<file path="src/hw/rtl/hsxd_pkg.sv">
// Package for the header sync XOR deframer.
// Holds the header constants, the reset frame length and the result beat type.
// No dependencies.
package hsxd_pkg;

	localparam logic [7:0] HDR_BYTE0  = 8'hBD;
	localparam logic [7:0] HDR_BYTE1  = 8'hDB;
	localparam logic [7:0] HDR_BYTE2  = 8'h04;
	localparam logic [7:0] HDR_LEN    = 8'd3;
	localparam logic [7:0] LEN_NORMAL = 8'd54;

	typedef struct packed {
		logic [7:0] frame_byte;
		logic [7:0] byte_offset;
		logic       last_byte;
		logic       check_ok;
	} result_t;

endpackage

</file>
<file path="src/hw/rtl/hsxd_in_stage.sv">
// Input register stage of the deframer.
// Captures one received byte per beat and holds it until the sync stage takes it.
// Depends on nothing but the clock and reset.
module hsxd_in_stage (
	input  logic       clk,
	input  logic       arst_n,
	input  logic       in_valid,
	output logic       in_ready,
	input  logic [7:0] in_byte,
	input  logic       advance,
	output logic       valid_s1,
	output logic [7:0] byte_s1
);

	logic vld_s1;

	assign in_ready = !vld_s1 || advance;
	assign valid_s1 = vld_s1;

	always_ff @(posedge clk or negedge arst_n) begin
		if (!arst_n) begin
			vld_s1 <= 1'b0;
		end else if (in_ready) begin
			vld_s1 <= in_valid;
		end
	end

	always_ff @(posedge clk) begin
		if (in_ready && in_valid) begin
			byte_s1 <= in_byte;
		end
	end

endmodule

</file>
<file path="src/hw/rtl/hsxd_sync.sv">
// Header hunt, frame counter and XOR checksum of the deframer.
// Holds the frame length register and the hunt state; builds the result beat.
// Depends on hsxd_pkg.
module hsxd_sync (
	input  logic             clk,
	input  logic             arst_n,
	input  logic             cfg_valid,
	input  logic [7:0]       cfg_data,
	input  logic             en,
	input  logic [7:0]       rx_byte,
	output logic             res_valid,
	output hsxd_pkg::result_t res
);

	import hsxd_pkg::*;

	typedef enum logic [1:0] {
		PH_IDLE,
		PH_GOT0,
		PH_GOT1,
		PH_FRAME
	} phase_t;

	phase_t     phase_q;
	phase_t     phase_d;
	logic [7:0] count_q;
	logic [7:0] count_d;
	logic [7:0] xor_q;
	logic [7:0] xor_d;
	logic [7:0] frame_length_q;
	logic       last;

	assign last = ({1'b0, count_q} + 9'd1) >= {1'b0, frame_length_q};

	always_comb begin
		phase_d   = phase_q;
		count_d   = count_q;
		xor_d     = xor_q;
		res_valid = 1'b0;
		res       = '{frame_byte: rx_byte, byte_offset: count_q, last_byte: last,
			check_ok: last && (xor_q == rx_byte)};
		unique case (phase_q)
			PH_IDLE: begin
				count_d = '0;
				if (rx_byte == HDR_BYTE0) begin
					phase_d = PH_GOT0;
					xor_d   = HDR_BYTE0;
				end else begin
					xor_d   = '0;
				end
			end
			PH_GOT0: begin
				if (rx_byte == HDR_BYTE1) begin
					phase_d = PH_GOT1;
					xor_d   = xor_q ^ rx_byte;
				end else if (rx_byte == HDR_BYTE0) begin
					phase_d = PH_GOT0;
					count_d = '0;
					xor_d   = HDR_BYTE0;
				end else begin
					phase_d = PH_IDLE;
					count_d = '0;
					xor_d   = '0;
				end
			end
			PH_GOT1: begin
				if (rx_byte == HDR_BYTE2) begin
					phase_d = PH_FRAME;
					xor_d   = xor_q ^ rx_byte;
					count_d = HDR_LEN;
				end else if (rx_byte == HDR_BYTE0) begin
					phase_d = PH_GOT0;
					count_d = '0;
					xor_d   = HDR_BYTE0;
				end else begin
					phase_d = PH_IDLE;
					count_d = '0;
					xor_d   = '0;
				end
			end
			PH_FRAME: begin
				res_valid = en;
				if (last) begin
					phase_d = PH_IDLE;
					count_d = '0;
					xor_d   = '0;
				end else begin
					xor_d   = xor_q ^ rx_byte;
					count_d = count_q + 8'd1;
				end
			end
			default: begin
				phase_d = PH_IDLE;
			end
		endcase
	end

	always_ff @(posedge clk or negedge arst_n) begin
		if (!arst_n) begin
			phase_q        <= PH_IDLE;
			count_q        <= '0;
			xor_q          <= '0;
			frame_length_q <= LEN_NORMAL;
		end else begin
			if (en) begin
				phase_q <= phase_d;
				count_q <= count_d;
				xor_q   <= xor_d;
			end
			if (cfg_valid) begin
				frame_length_q <= cfg_data;
			end
		end
	end

endmodule

</file>
<file path="src/hw/rtl/hsxd_out_stage.sv">
// Output register stage of the deframer.
// Holds one result beat until the downstream side takes it.
// Depends on hsxd_pkg.
module hsxd_out_stage (
	input  logic              clk,
	input  logic              arst_n,
	input  logic              load,
	input  hsxd_pkg::result_t res,
	output logic              advance,
	output logic              out_valid,
	input  logic              out_ready,
	output hsxd_pkg::result_t out_res
);

	import hsxd_pkg::*;

	logic vld_q;

	assign advance   = !vld_q || out_ready;
	assign out_valid = vld_q;

	always_ff @(posedge clk or negedge arst_n) begin
		if (!arst_n) begin
			vld_q <= 1'b0;
		end else if (load) begin
			vld_q <= 1'b1;
		end else if (out_ready) begin
			vld_q <= 1'b0;
		end
	end

	always_ff @(posedge clk) begin
		if (load) begin
			out_res <= res;
		end
	end

endmodule

</file>
<file path="src/hw/rtl/header_sync_xor_deframer.sv">
// Header sync XOR deframer, top level.
// A frame byte is registered in the input stage, its result beat in the output stage.
// Throughput: one byte per cycle if m_tready is high; single input and output registers.
// Reset: arst_n clears the hunt state, the checksum and both valid flags,
// and sets the frame length to 54.
module header_sync_xor_deframer (
	input  logic        clk,
	input  logic        arst_n,
	input  logic        s_tvalid,
	output logic        s_tready,
	input  logic [7:0]  s_tdata,   // [7:0] rx_byte
	output logic        m_tvalid,
	input  logic        m_tready,
	output logic [15:0] m_tdata,   // [7:0] frame_byte, [15:8] byte_offset
	output logic        m_tlast,   // last_byte
	output logic        m_tuser,   // check_ok
	input  logic        cfg_valid,
	output logic        cfg_ready,
	input  logic [7:0]  cfg_data   // frame_length
);

	import hsxd_pkg::*;

	logic       advance;
	logic       valid_s1;
	logic [7:0] byte_s1;
	logic       en;
	logic       res_valid;
	result_t    res;
	result_t    out_res;

	assign cfg_ready = 1'b1;
	assign en        = valid_s1 && advance;

	hsxd_in_stage u_in (
		.clk      (clk),
		.arst_n   (arst_n),
		.in_valid (s_tvalid),
		.in_ready (s_tready),
		.in_byte  (s_tdata),
		.advance  (advance),
		.valid_s1 (valid_s1),
		.byte_s1  (byte_s1)
	);

	hsxd_sync u_sync (
		.clk       (clk),
		.arst_n    (arst_n),
		.cfg_valid (cfg_valid),
		.cfg_data  (cfg_data),
		.en        (en),
		.rx_byte   (byte_s1),
		.res_valid (res_valid),
		.res       (res)
	);

	hsxd_out_stage u_out (
		.clk       (clk),
		.arst_n    (arst_n),
		.load      (res_valid),
		.res       (res),
		.advance   (advance),
		.out_valid (m_tvalid),
		.out_ready (m_tready),
		.out_res   (out_res)
	);

	assign m_tdata = {out_res.byte_offset, out_res.frame_byte};
	assign m_tlast = out_res.last_byte;
	assign m_tuser = out_res.check_ok;

endmodule

</file>
<file path="config.mk">
export PLATFORM = sky130hd
export DESIGN_NAME = header_sync_xor_deframer
export DESIGN_NICKNAME = d
export VERILOG_FILES = /design/src/hw/rtl/hsxd_pkg.sv /design/src/hw/rtl/hsxd_in_stage.sv /design/src/hw/rtl/hsxd_sync.sv /design/src/hw/rtl/hsxd_out_stage.sv /design/src/hw/rtl/header_sync_xor_deframer.sv
export SDC_FILE = /design/constraint.sdc
export NUM_CORES = 1
export LEC_CHECK = 0
export BUFFER_PORTS_ARGS = -buffer_cell sky130_fd_sc_hd__buf_2
export CAP_MARGIN = 10
export CORE_MARGIN = 5
export CORE_UTILIZATION = 60
export DETAILED_ROUTE_END_ITERATION = 10
export PLACE_DENSITY = 0.84
export REMOVE_ABC_BUFFERS = 1
export SLEW_MARGIN = 20
export SYNTH_ARGS = -nofsm -noshare
export SYNTH_HDL_FRONTEND = slang
export SYNTH_SLANG_ARGS = --single-unit
</file>
<file path="constraint.sdc">
create_clock -name clk -period 7.8 [get_ports clk]
set_input_delay 2.34 -clock clk [delete_from_list [all_inputs] [get_ports clk]]
set_output_delay 2.34 -clock clk [all_outputs]
set_load 0.005 [all_outputs]
</file>
==> impl_metrics.toml <==
[run_status]
status = "completed"

[drt]
drcViolationCount = 0
vias = 1827
drt_iter0_markers = 155
drt_pass1_iterations = 5
routed_wl_um = 4620
wl_per_cell_um = 14.1
ant_nets = 0
vias_per_cell = 5.57

[timing]
grt_setup_unrepaired = "no"
hold_violations = 0
slew_headroom_pct = 58.9
worst_pin_slew_ps = 616
fin_worst_skew_ps = 7.15
fmax_mhz = 196
slew_violations = 0
timing.final.ws_setup_ps = 2700
finalSetupViolCount = 0
post-route-period-util_pct = 65.4
fin_hold_ws_ps = 517
setup_tns_ps = 0
finalCriticalPeriod_ps = 5100

[critical_path]
crit_fanout = 3
worstPathArrival_ps = 2760
start_kind = "primary input"
reg2reg_slack_ps = 4770
worstRegToRegCells = 11
path_class = "primary input to output pin"
required_ps = 5460
r2r-end = "u_sync.count_q[0]"
timing.rr.start = "u_sync.count_q[2]"
end_kind = "output pin"

[layout]
num-fill-cells = 334
multi_input_area_sq_mm = 0.00106
diodes = 0
drive_gt1_share_pct = 21.4
final_cell_mix = "buf_2 (40), nand2_1 (36), edfxtp_1 (26)"
fin_nets = 305
regArea_sq_mm = 0.00149
final_common_cell = "buf_2"
area_delta_synth_final_pct = 11.7

[grt]
antenna_found_initial = 0
grt_use_total_pct = 17.1
grt_pass1_vias = 1777
grt_max_degree = 29
grt_pass1_wl_um = 8210
overflow = 0

[place]
port_buffers = 40
routabilityCongestion = 0.868
dp_hpwl_um = 3450
pre_cts_slack_ps = 2690

[clock_tree]
post_cts_buffers = 0
clkTransAtPathRegs_ps = 90
cts_hold_buf = 0
cts_tree = "done"
clockBufferDepth = 2
h-tree-depth = 2
clock_sinks = 54
cts_buffers = 5
cts-root-buf = "clkbuf_8"
clk-insertion-delay-late_ps = 300
cts_resized = 0

[logic_synthesis]
netlist_area_sq_mm = 0.00263
synth_edf_count = 26
ys.flop_type = "edfxtp_1"
avgSynthCellArea_sq_um = 11.2
async_flop_share_pct = 51.9
synth_cell_types = 49
yosys_warnings = 0
yosysSeqAreaShare_pct = 56.5
synth_cells = 236
ys_seq_elements = 54

[floorplanning]
die_h_um = 76.2
fp-row-count = 24
start_util_pct = 61.3
ios = 42
core_sq_mm = 0.00429
die_w_um = 76.2
die_area_sq_mm = 0.00581

[run]
maxCapViolCount = 0

[power_and_ir_drop]
p_leak_nw = 1.37
power.density_mw_per_mm2 = 169
ir_drop_v = 0.000124
p_total_w = 0.000497

[worst_hold_path]
min_path_type = "flip-flop to flip-flop"
min_path_cells = 1
hold_start = "u_sync.frame_length_q[0]"
min_to = "u_sync.frame_length_q[0]"
[power by group]
| group | switching [W] | internal [W] |
|---|---|---|
| sequential | 0.00000774 | 0.000308 |
| clock | 0.0000838 | 0.0000636 |
| combinational | 0.0000195 | 0.0000143 |
[final cells by class]
| cell class | count | share of cell area [%] |
|---|---|---|
| Clock buffer | 7 | 2.60 |
| Multi-Input combinational cell | 163 | 36.0 |
| Sequential cell | 54 | 50.6 |
| Timing Repair Buffer | 41 | 7.06 |
| Clock inverter | 1 | 0.255 |
| Tap cell | 52 | 2.21 |
| Inverter | 10 | 1.28 |
[critical path, stage by stage]
cell	delay, ps
buf_2	100
nand3b_1	170
buf_2	150
[synth_stat cells (3+ instances only)]
cell type   n  area, sq um
a21oi_1     6         30.0
o2bb2ai_1   4         35.0
and2_1      6         37.5
inv_1      10         37.5
o21ai_1     5         25.0
dfstp_2     4          105
xnor2_1     5         43.8
nand2_1    36          135
a21o_1      7         52.6
dfrtp_1    24          601
edfxtp_1   26          781
nand3_1     7         35.0
nor2_1     11         41.3
nand2b_1    3         18.8
clkbuf_1    4         15.0
buf_2       3         15.0
xor2_1     10         87.6
ha_1        9          113
o21ai_0    12         60.1
a21boi_0    4         30.0
nor4_1      3         18.8
nand4_1     3         18.8
[cell families after synthesis]
group,after synthesis,share of synthesized area (%)
AOI/OAI and AO/OA,52,13.5
adders and majority gates,9,4.28
xor gates and xnor gates,15,4.99
DFF,54,56.5
and+or+nand+nor,85,17.0
other,1,0.142
buffers and inverters,19,3.28
muxes,1,0.428
[sequential cells by signal, summed over array words and instances, names as in the netlist]
signal,cells
u_in.byte_s1,8
u_in.valid_s1,1
u_out.out_res,18
u_out.out_valid,1
u_sync.count_q,8
u_sync.frame_length_q,8
u_sync.phase_q,2
u_sync.xor_q,8
[per-layer routing]
metal  up-vias  track usage [%]  share of wire [%]
met5         -                0                  0
met4         0             5.94                1.4
met3         6             4.26                7.6
met2        62             25.6                 45
met1       839             24.4                 46
li1        920                -                  -
[worst max-delay path by stage]
stage	from	endpoint	slack (ps)	cells after the start
2_1_floorplan	m_tready	s_tready	2950	1
3_3_place_gp	m_tready	s_tready	2720	3
3_5_place_dp	m_tready	s_tready	2690	3
4_1_cts	m_tready	s_tready	2690	3
5_1_grt	m_tready	s_tready	2670	3
6_report	m_tready	s_tready	2700	3
[metrics by stage]
step                utilization [%]  instances  area (sq um)
finish                         68.5        328          2940
global route                   68.5        328          2940
CTS                            68.5        328          2940
detailed placement             66.5        320          2860
global placement               66.5        320          2860
floorplan                         -        227          2580
(Power assumes the default switching activity.)
